**config.mk**
```make
export PLATFORM = sky130hd
export DESIGN_NAME = heap_sort_engine_top_flat
export DESIGN_NICKNAME = d
export VERILOG_FILES = /design/src/rtl/hse_pkg.sv /design/src/rtl/hse_in_if.sv /design/src/rtl/hse_out_if.sv /design/src/rtl/heap_sort_engine_top.sv /design/src/flat_wrapper.sv
export SDC_FILE = /design/constraint.sdc
export NUM_CORES = 2
export LEC_CHECK = 0
export BUFFER_PORTS_ARGS = -buffer_cell sky130_fd_sc_hd__buf_4
export CORE_MARGIN = 2
export CORE_UTILIZATION = 25
export CTS_CLUSTER_DIAMETER = 30
export DETAILED_ROUTE_END_ITERATION = 8
export PLACE_DENSITY = 0.45
export SYNTH_ARGS = -nofsm -noshare
export SYNTH_HDL_FRONTEND = slang
export SYNTH_SLANG_ARGS = --single-unit
```
**constraint.sdc**
```tcl
create_clock -name clk -period 5.59 [get_ports clk]
set_input_delay 0.2795 -clock clk [delete_from_list [all_inputs] [get_ports clk]]
set_output_delay 0.2795 -clock clk [all_outputs]
set_load 0.05 [all_outputs]
```
**src/rtl/hse_pkg.sv**
```systemverilog
// ----------------------------------------------------------------------------
// hse_pkg
// shared widths and defaults for the heap sort engine
// ----------------------------------------------------------------------------
package hse_pkg;

	localparam int DATA_W   = 32;
	localparam int CAPACITY = 64;

endpackage

```
**src/rtl/hse_in_if.sv**
```systemverilog
// ----------------------------------------------------------------------------
// hse_in_if
// input channel: one element of the set per beat, last beat marked
// ----------------------------------------------------------------------------
interface hse_in_if;

	logic                             valid;
	logic                             ready;
	logic signed [hse_pkg::DATA_W-1:0] value;
	logic                             last;

	modport source (output valid, output value, output last, input ready);
	modport sink (input valid, input value, input last, output ready);

endinterface

```
**src/rtl/hse_out_if.sv**
```systemverilog
// ----------------------------------------------------------------------------
// hse_out_if
// result channel: sorted elements in ascending order, one per beat
// ----------------------------------------------------------------------------
interface hse_out_if;

	logic                             valid;
	logic                             ready;
	logic signed [hse_pkg::DATA_W-1:0] sorted_value;
	logic                             end_of_run;
	logic                             dropped;

	modport source (output valid, output sorted_value, output end_of_run, output dropped,
		input ready);
	modport sink (input valid, input sorted_value, input end_of_run, input dropped,
		output ready);

endinterface

```
**src/rtl/heap_sort_engine_top.sv**
```systemverilog
// ----------------------------------------------------------------------------
// heap_sort_engine_top
// in-place heap sort of one set of signed 32-bit values per run
// ----------------------------------------------------------------------------
// Elements are loaded at one beat per cycle into a CAPACITY-entry store; elements
// that arrive while the store is full are discarded and every result of that set
// carries the dropped flag. After the last beat the block stops accepting input,
// builds a max-heap and extracts the root repeatedly, then returns the n stored
// values in ascending order, end_of_run on the largest. All ordering goes through
// one signed 32-bit comparator and a store with two registered read ports and one
// write port: each sift starts through FETCH and TAKE (build) or SWAP_RD and SWAP_WR
// (extract), and each level of it steps through SIFT_RD, SIFT_SEL and SIFT_CMP; each
// result is read, loaded and held until the sink takes it before the next is read.
// ----------------------------------------------------------------------------
module heap_sort_engine_top #(
	parameter int CAPACITY = hse_pkg::CAPACITY
) (
	input  logic       clk,
	input  logic       arst_n,
	hse_in_if.sink     item,
	hse_out_if.source  result
);

	localparam int AW = (CAPACITY > 1) ? $clog2(CAPACITY) : 1;
	localparam int CW = $clog2(CAPACITY + 1);
	localparam int LW = $clog2(2 * CAPACITY + 1);
	localparam int DW = hse_pkg::DATA_W;

	typedef enum logic [3:0] {
		LOAD,
		FETCH,
		TAKE,
		SIFT_RD,
		SIFT_SEL,
		SIFT_CMP,
		NEXT,
		SWAP_RD,
		SWAP_WR,
		EMIT_RD,
		EMIT_LD,
		EMIT_WAIT
	} state_t;

	state_t state_q;

	logic [DW-1:0] heap_q [CAPACITY];
	logic [DW-1:0] rdata0_q, rdata1_q;

	logic [CW-1:0] cnt_q, size_q, cnt_nxt;
	logic          ovf_q, build_q;
	logic [AW-1:0] top_q, ext_q, node_q, child_q, idx_q;
	logic [DW-1:0] cur_q, childv_q;

	logic          out_valid_q, out_end_q, out_drop_q;
	logic [DW-1:0] out_data_q;

	logic [AW-1:0] raddr0, raddr1, waddr;
	logic          we;
	logic [DW-1:0] wdata;
	logic signed [DW-1:0] cmp_a, cmp_b;
	logic          cmp_gt;
	logic [LW-1:0] lc, rc;
	logic          lc_in, rc_in, accept, full;

	assign item.ready          = (state_q == LOAD);
	assign accept              = item.valid && item.ready;
	assign full                = (cnt_q == CW'(CAPACITY));
	assign cnt_nxt             = full ? cnt_q : cnt_q + CW'(1);
	assign lc                  = (LW'(node_q) << 1) + LW'(1);
	assign rc                  = lc + LW'(1);
	assign lc_in               = (lc < LW'(size_q));
	assign rc_in               = (rc < LW'(size_q));
	assign cmp_gt              = (cmp_a > cmp_b);
	assign result.valid        = out_valid_q;
	assign result.sorted_value = out_data_q;
	assign result.end_of_run   = out_end_q;
	assign result.dropped      = out_drop_q;

	// store port control and shared comparator operands
	always_comb begin
		raddr0 = '0;
		raddr1 = '0;
		we     = 1'b0;
		waddr  = node_q;
		wdata  = cur_q;
		cmp_a  = rdata1_q;
		cmp_b  = rdata0_q;
		unique case (state_q)
			LOAD: begin
				we    = accept && !full;
				waddr = cnt_q[AW-1:0];
				wdata = item.value;
			end
			FETCH:   raddr0 = top_q;
			SWAP_RD: begin
				raddr0 = '0;
				raddr1 = ext_q;
			end
			SWAP_WR: begin
				we    = 1'b1;
				waddr = ext_q;
				wdata = rdata0_q;
			end
			SIFT_RD: begin
				raddr0 = lc[AW-1:0];
				raddr1 = rc[AW-1:0];
				we     = !lc_in;
			end
			SIFT_SEL: begin
				cmp_a = rdata1_q;
				cmp_b = rdata0_q;
			end
			SIFT_CMP: begin
				cmp_a = childv_q;
				cmp_b = cur_q;
				we    = 1'b1;
				wdata = cmp_gt ? childv_q : cur_q;
			end
			EMIT_RD: raddr0 = idx_q;
			default: ;
		endcase
	end

	always_ff @(posedge clk) begin
		if (we) begin
			heap_q[waddr] <= wdata;
		end
		rdata0_q <= heap_q[raddr0];
		rdata1_q <= heap_q[raddr1];
	end

	always_ff @(posedge clk or negedge arst_n) begin
		if (!arst_n) begin
			state_q     <= LOAD;
			cnt_q       <= '0;
			ovf_q       <= 1'b0;
			build_q     <= 1'b0;
			out_valid_q <= 1'b0;
		end else begin
			unique case (state_q)
				LOAD: begin
					if (accept) begin
						cnt_q <= cnt_nxt;
						if (full) begin
							ovf_q <= 1'b1;
						end
						if (item.last) begin
							if (cnt_nxt >= CW'(2)) begin
								top_q   <= AW'((cnt_nxt >> 1) - CW'(1));
								build_q <= 1'b1;
								state_q <= FETCH;
							end else begin
								idx_q   <= '0;
								state_q <= EMIT_RD;
							end
						end
					end
				end
				FETCH: state_q <= TAKE;
				TAKE: begin
					cur_q   <= rdata0_q;
					node_q  <= top_q;
					size_q  <= cnt_q;
					state_q <= SIFT_RD;
				end
				SIFT_RD: state_q <= lc_in ? SIFT_SEL : NEXT;
				SIFT_SEL: begin
					if (rc_in && cmp_gt) begin
						child_q  <= rc[AW-1:0];
						childv_q <= rdata1_q;
					end else begin
						child_q  <= lc[AW-1:0];
						childv_q <= rdata0_q;
					end
					state_q <= SIFT_CMP;
				end
				SIFT_CMP: begin
					if (cmp_gt) begin
						node_q  <= child_q;
						state_q <= SIFT_RD;
					end else begin
						state_q <= NEXT;
					end
				end
				NEXT: begin
					if (build_q) begin
						if (top_q == '0) begin
							build_q <= 1'b0;
							ext_q   <= AW'(cnt_q - CW'(1));
							state_q <= SWAP_RD;
						end else begin
							top_q   <= top_q - AW'(1);
							state_q <= FETCH;
						end
					end else if (ext_q == AW'(1)) begin
						idx_q   <= '0;
						state_q <= EMIT_RD;
					end else begin
						ext_q   <= ext_q - AW'(1);
						state_q <= SWAP_RD;
					end
				end
				SWAP_RD: state_q <= SWAP_WR;
				SWAP_WR: begin
					cur_q   <= rdata1_q;
					node_q  <= '0;
					size_q  <= CW'(ext_q);
					state_q <= SIFT_RD;
				end
				EMIT_RD: state_q <= EMIT_LD;
				EMIT_LD: begin
					out_data_q  <= rdata0_q;
					out_end_q   <= (CW'(idx_q) == cnt_q - CW'(1));
					out_drop_q  <= ovf_q;
					out_valid_q <= 1'b1;
					state_q     <= EMIT_WAIT;
				end
				EMIT_WAIT: begin
					if (result.ready) begin
						out_valid_q <= 1'b0;
						if (out_end_q) begin
							cnt_q   <= '0;
							ovf_q   <= 1'b0;
							state_q <= LOAD;
						end else begin
							idx_q   <= idx_q + AW'(1);
							state_q <= EMIT_RD;
						end
					end
				end
				default: state_q <= LOAD;
			endcase
		end
	end

`ifndef SYNTHESIS
	// no input beat is taken while a result is pending
	assert property (@(posedge clk) disable iff (!arst_n) item.ready |-> !result.valid)
		else $error("input accepted while a result is pending");

	// the element count never passes the store size
	assert property (@(posedge clk) disable iff (!arst_n) cnt_q <= CW'(CAPACITY))
		else $error("element count beyond capacity");

	// the final beat of a run returns the block to an empty load phase
	assert property (@(posedge clk) disable iff (!arst_n)
		result.valid && result.ready && result.end_of_run |=>
		item.ready && cnt_q == '0 && !ovf_q)
		else $error("run did not restart after final beat");

	// a drop is only recorded once the store is full
	assert property (@(posedge clk) disable iff (!arst_n) $rose(ovf_q) |-> cnt_q == CW'(CAPACITY))
		else $error("overflow flagged with room left");
`endif

endmodule
```
**src/flat_wrapper.sv**
```systemverilog
// flat-port wrapper written by rule: the top's interface ports become plain ports
module heap_sort_engine_top_flat 
#(
	parameter int CAPACITY = hse_pkg::CAPACITY
)
  (clk, arst_n, item_valid, item_value, item_last, item_ready, result_valid, result_sorted_value, result_end_of_run, result_dropped, result_ready);
  hse_in_if item_i ();
  hse_out_if result_i ();
  input  logic clk;
  input  logic arst_n;
  input wire logic [$bits(item_i.valid)-1:0] item_valid;
  input wire logic [$bits(item_i.value)-1:0] item_value;
  input wire logic [$bits(item_i.last)-1:0] item_last;
  output wire logic [$bits(item_i.ready)-1:0] item_ready;
  output wire logic [$bits(result_i.valid)-1:0] result_valid;
  output wire logic [$bits(result_i.sorted_value)-1:0] result_sorted_value;
  output wire logic [$bits(result_i.end_of_run)-1:0] result_end_of_run;
  output wire logic [$bits(result_i.dropped)-1:0] result_dropped;
  input wire logic [$bits(result_i.ready)-1:0] result_ready;
  assign item_i.valid = item_valid;
  assign item_i.value = item_value;
  assign item_i.last = item_last;
  assign item_ready = item_i.ready;
  assign result_valid = result_i.valid;
  assign result_sorted_value = result_i.sorted_value;
  assign result_end_of_run = result_i.end_of_run;
  assign result_dropped = result_i.dropped;
  assign result_i.ready = result_ready;
  heap_sort_engine_top #(.CAPACITY(CAPACITY)) u_core (.clk(clk), .arst_n(arst_n), .item(item_i), .result(result_i));
endmodule
```
# [Word level (Yosys, flattened, before mapping)]
# Memory sizes are Yosys's and may differ from the RTL's. A register that Yosys moved wholly into a read port is not among the register bits.
# Cells that the tools add are included.
[classes] addsub=8 order_cmp=4 n_eq_ne=29 n_mux=62 reduce_logical=27
[ops] op="$mux W32" n=4
[ops] op="$mux W6" n=17
[ops] op="$pmux W32 S3" n=1
[ops] op="$pmux W32 S2" n=1
[ops] op="$pmux W6 S3" n=3
[ops] op="$pmux W4 S11" n=1
[ops] op="$pmux W6 S2" n=3
[ops] op="$gt A32 B32 Y1" n=1
[ops] op="$mux W4" n=7
[ops] op="$mux W7" n=4
[ops] op="$pmux W7 S2" n=2
[ops] op="$ne A2 B2 Y1 const B" n=10
[ops] op="$sub A6 B1 Y6 const B" n=3
[ops] op="$eq A4 B3 Y1 const B" n=4
[ops] op="$eq A4 B4 Y1 const B" n=4
[ops] op="$lt A8 B7 Y1" n=2
[ops] op="$mux W1" n=12
[ops] op="$reduce_and A4 Y1" n=3
[ops] op="$ne A2 B1 Y1 const B" n=5
[ops] op="$reduce_and A9 Y1" n=1
[ops] op="$add A7 B1 Y8 const B" n=1
[ops] op="$add A8 B1 Y8 const B" n=1
[ops] op="$eq A4 B2 Y1 const B" n=2
[ops] op="$reduce_and A2 Y1" n=4
[ops] op="other kinds (22)" n=34
[word_totals] reg_bits=149 ramBits=2048 input_bits=37 elab_cells=147 memories=1
[memory_table] name="u_core.heap_q" depth=64 width=32 rd=2 rd_ports_with_merged_regs=2 write_ports=1 line="heap_sort_engine_top.sv:46" text="logic [DW-1:0] heap_q [CAPACITY];"

# [Depth between registers and ports, before layout]
[depth] depth_word=7 depth_mapped=19

# [Least setup slack after synthesis]
# Ideal clock, no wire load.
[synth_path] kind="reg-to-reg" start="reg u_core.state_q[1]" end="mem u_core.heap_q[0][12] in the netlist's numbering (data pin)" arrival_time_ns=5.057 path_slack_ns=0.155 path_stages_with_launch=18 n_path_buf=6 period_less_slack_ns=5.435 cell_sequence="dfrtp_1 -> buf_4 -> buf_4 -> clkbuf_1 -> nor3_1 -> clkbuf_1 -> mux2i_1 -> ha_1 -> o21a_1 -> o21a_1 -> o21ai_0 -> a21oi_1 -> o41a_1 -> o21ai_1 -> or2_2 -> clkbuf_1 -> buf_2 -> o31a_1"
[synth_between] elab_chain_len=5
[synth_lines] item="start: declaration" line="heap_sort_engine_top.sv:44" text="state_t state_q;"
[synth_lines] item="start signal: assignment" line="heap_sort_engine_top.sv:166" text="SIFT_RD: state_q <= lc_in ? SIFT_SEL : NEXT;"
[synth_lines] item="$eq A4 B3 Y1" line="heap_sort_engine_top.sv:88" text="unique case (state_q)"
[synth_lines] item="$mux W32" line="heap_sort_engine_top.sv:88"
[synth_lines] item="$gt A32 B32 Y1" line="heap_sort_engine_top.sv:73" text="assign cmp_gt = (cmp_a > cmp_b);"
[synth_lines] item="$mux W32" line="heap_sort_engine_top.sv:117" text="wdata = cmp_gt ? childv_q : cur_q;"
[synth_lines] item="$pmux W32 S3 *" line="heap_sort_engine_top.sv:88"
[synth_lines] item="named net u_core.wdata[12]" line="heap_sort_engine_top.sv:59" text="logic [DW-1:0] wdata;"
[synth_lines] item="end: declaration" line="heap_sort_engine_top.sv:46"
# The timed path passes the listed nets; every way through them passes the cells marked *.

# [Final worst setup path]
[layout_path] start="reg u_core.state_q[3]" end="mem u_core.heap_q[57][0] in the netlist's numbering (data pin)"
# Same word-level chain as after synthesis.

==> metrics.md <==
| Metric | Value |
|---|---|
| Status | finished clean |
| DP Cell Count | 15540 |
| Final min period | 5.451 ns |
| Hold WS | 0.3287 ns |
| RSZ-0062 raised after global routing | yes |
| Placement Cell Area | 0.1187 sq mm |
| Post-synthesis sequential area ratio | 61.52% |
| DRT iter0 DRCs | 13310 |
| Psw | 35330 uW |
| Data required time of the worst path | 6.10 ns |
| Initial antenna violation count | 39 |
| CTS clk-pin slew, worst paths | 0.05 ns |
| Height of the chip | 665.0 microns |
| Starting Density | 25.12% |
| Postcts setup bufs | 0 |
| I/O Buffers | 72 |
| Mapped Cells | 10060 |
| Max_cap viols | 0 |
| Sw frac | 40.53% |
| Family with the most delay on the worst path | simple AND/OR/NAND/NOR gates |
| Count of final hold-check violations | 0 |
| Worst Tran Pin Value | 1.456 ns |
| Clk_skew | 0.07402 ns |
| F_max | 183.4 MHz |
| DIE AREA | 0.4422 sq mm |
| Combinational Power Share | 38.5% |
| Worst path max stage delay | 1.07 ns |
| Design area | 0.1347 sq mm |
| Vias post-DR | 90620 |
| Vias in the first global route | 85850 |
| Worst setup EP type | flip-flop |
| Synthesized cell area | 0.1092 sq mm |
| Slack of the critical path | 0.1386 ns |
| WP buf/inv | 2 |
| Fillers | 43760 |
| DR pass1 iterations | 8 |
| Pre-CTS setup slack | 0.2060 ns |
| CTS buffer count | 462 |
| Fraction of layout cells with a size suffix above 1 | 15.11% |
| Floorplan row count | 242 |
| CTS max path bufs | 4 |
| Yosys cell types | 75 |
| CP max-delay cell | o31a_2 |
| RePlAce Congestion | 0.9087 |
| Crit path cell chain | nand2b_4, or3_2, buf_4, nand2_1, nand2_1, ha_1, nand4_1, nor4_1, nand3_1, nand2_1, o21ai_0, o21ai_4, or2_2, buf_12, o31a_2 |
| Min-Delay Path Class | input port to flip-flop |
| Worst setup SP type | flip-flop |
| Largest net degree at the start of global routing | 128 |
| DRC viols | 0 |
| Drt via density | 5.524 |
| Tcrit/Tclk final | 97.52% |
| Seq pwr share | 29.3% |
| Syn Area/Cell | 10.85 sq um |
| Critical path arrival | 5.96 ns |
| Hpwl dp | 302700 microns |
| Die X-Extent | 665.0 microns |
| Leak | 0.04761 uW |
| #FFs+latches synth | 2261 |
| Share of flip-flops with an asynchronous set or reset | 0.6192% |
| Final wirelength | 498500 microns |
| Fin. max-slew vios | 0 |
| Crit-path max FO | 64 |
| Detail Route Antenna Nets | 0 |
| EDFF count, synth | 2183 |
| Internal Dissipation | 51830 uW |
| Area delta synth->final | 23.38% |
| Post-Syn Nets | 10150 |
| Core footprint | 0.4348 sq mm |
| Clock Sinks | 2261 |
| Worst vdd ir | 0.5299 mV |
| Final setup fails | 0 |
| Most used cell, CP | nand2_1 |
| All-Layer GR Usage | 21.66% |
| First-pass GRT wire length | 684200 microns |
| Worst skew pair latency | 0.97 ns |
| Final Net Count | 10360 |
| Primary FF master, synth | edfxtp_1 |
| Worst setup path class | flip-flop to flip-flop |
| Routed length per instance | 30.39 microns |
| Clock share of power | 32.1% |
| GR Overflow Total | 0 |
| I/O pin cnt | 73 |
| Root buf cell | clkbuf_16 |
| PwrDens | 646.9 mW/mm^2 |
| TritonCTS clock tree | built |
| Non-filler cells, final | 16400 |
| H-tree levels | 5 |
| Syn. warnings | 0 |
| Worst rel slew slack | 2.948% |
-- worst paths after layout --
kind,endpoint,cells after the start,start,slack [ns]
setup / recovery,u_core.heap_q[57][0]$_DFFE_PP_,15,u_core.state_q[3]$_DFFE_PN0P_,0.14
hold / removal,u_core.cnt_q[0]$_DFFE_PN0P_,5,result_ready,0.33
setup reg to reg,u_core.heap_q[57][0]$_DFFE_PP_,15,u_core.state_q[3]$_DFFE_PN0P_,0.14
hold reg to reg,u_core.result.dropped$_DFFE_PP_,0,u_core.ovf_q$_DFFE_PN0P_,0.45
max in group asynchronous,u_core.cnt_q[4]$_DFFE_PN0P_,3,arst_n,4.50
min in group asynchronous,u_core.cnt_q[6]$_DFFE_PN0P_,3,arst_n,0.59
-- cell usage in the layout, fill, tap and decap left out, drive strengths merged, types with 10 or more instances in the layout --
cell type	instances
clkinv	154
a32oi	139
mux4	104
nor2	107
o32ai	11
a32o	66
and3	232
dfxtp	64
edfxtp	2183
o21ai	46
clkinvlp	62
xor2	26
mux2	36
inv	62
ha	54
a221o	32
a221oi	66
mux2i	350
a22oi	109
a211oi	10
buf	521
nor4	11
a21oi	398
o21a	11
o22ai	65
nor3	92
nand4	121
clkbuf	535
xnor2	15
bufinv	62
nand2	3352
dfrtp	14
a31oi	334
nand3	1015
a22o	39
o31a	39
-- cell type report --
class | count | area, sq um | area share (%)
timing repair buffer | 527 | 5185 | 3.848
antenna | 8 | 20.02 | 0.01486
multi-input combinational | 6999 | 39220 | 29.10
sequential | 2261 | 67180 | 49.86
clock buffer | 535 | 12220 | 9.066
clock inverter | 319 | 3670 | 2.724
tap | 5734 | 7174 | 5.324
inverter | 21 | 78.83 | 0.05850
-- sequential cells by signal, summed over array words and instances, names as in the netlist, 4 cells and up --
register and cells:
u_core.child_q 6, u_core.childv_q 32, u_core.cnt_q 7, u_core.cur_q 32, u_core.ext_q 6, u_core.heap_q 2048, u_core.idx_q 6, u_core.node_q 6
u_core.rdata0_q 32, u_core.rdata1_q 32, u_core.result.sorted_value 32, u_core.size_q 7, u_core.state_q 4, u_core.top_q 6
-- logic make-up after synthesis --
group | synth area share (%)
buffers and inverters | 3.317
DFF | 61.52
AOI/OAI and AO/OA | 9.046
and+or+nand+nor | 19.45
adders and majority gates | 0.6187
xor gates and xnor gates | 0.3288
muxes | 5.727
-- worst register-to-register path, stage by stage, from the launching register on --
cell	delay (ns)
dfrtp_1	0.38
nand2b_4	0.18
or3_2	0.84
buf_4	0.36
nand2_1	0.07
nand2_1	0.06
ha_1	0.32
nand4_1	0.17
nor4_1	0.50
nand3_1	0.15
nand2_1	0.09
o21ai_0	0.17
o21ai_4	0.14
or2_2	0.18
buf_12	0.22
o31a_2	1.10
-- stage by stage --
| step | power [uW] | setup TNS [ns] | util [%] |
|---|---|---|---|
| 2_1_floorplan | 42860 | 0 | - |
| 3_3_place_gp | 58250 | 0 | 27.29 |
| 3_5_place_dp | 58400 | 0 | 27.30 |
| 4_1_cts | 86430 | 0 | 30.97 |
| 5_1_grt | 89670 | -10.20 | 30.99 |
| 6_report | 87160 | 0 | 30.99 |
-- repair_timing --
item | CTS | global route
hold buffers | 6 | 0
endpoints found under the hold margin | 38 | 0
setup endpoints to repair | 0 | 721
resized for setup | 0 | 8
-- power groups by stage --
| stage | clock network (uW) | logic (uW) | registers, uW |
|---|---|---|---|
| finish | 28000 | 33600 | 25600 |
| global route | 29100 | 35000 | 25600 |
| CTS | 28200 | 32600 | 25600 |
| detailed placement | 0 | 32500 | 25900 |
| global placement | 0 | 32400 | 25900 |
| floorplan | 0 | 17500 | 25400 |
-- Yosys cell counts, drive strengths merged (7+ instances only) --
cell | instances | share of area [%]
a211oi | 10 | 0.069
a21o | 8 | 0.055
a21oi | 398 | 1.8
a221o | 32 | 0.29
a221oi | 66 | 0.60
a22o | 39 | 0.31
a22oi | 109 | 0.75
a2bb2oi | 9 | 0.072
a311oi | 7 | 0.056
a31oi | 334 | 1.9
a32o | 66 | 0.60
a32oi | 139 | 1.1
and2 | 8 | 0.046
and3 | 232 | 1.3
buf | 400 | 1.9
clkbuf | 382 | 1.3
dfrtp | 14 | 0.32
dfxtp | 64 | 1.2
edfxtp | 2183 | 60
ha | 54 | 0.62
inv | 21 | 0.072
mux2 | 36 | 0.37
mux2i | 350 | 3.2
mux4 | 104 | 2.1
nand2 | 3352 | 12
nand2b | 9 | 0.058
nand3 | 1015 | 4.7
nand4 | 121 | 0.69
nor2 | 107 | 0.39
nor2b | 8 | 0.046
nor3 | 92 | 0.42
nor4 | 11 | 0.063
o21a | 11 | 0.076
o21ai | 46 | 0.22
o22ai | 65 | 0.37
o31a | 39 | 0.31
o31ai | 7 | 0.048
o32ai | 11 | 0.088
or3 | 8 | 0.046
xnor2 | 15 | 0.12
xor2 | 26 | 0.21
-- per-layer routing --
layer | track usage [%] | part of all wire [%] | up-vias | wire length [microns]
met5 | 0 | 0.020 | - | 99
met4 | 10.51 | 5.4 | 14 | 26740
met3 | 5.261 | 11 | 1201 | 54370
met2 | 33.24 | 44 | 6070 | 218500
met1 | 28.57 | 40 | 45610 | 198800
li1 | - | - | 37720 | -
(Power assumes the default switching activity.)
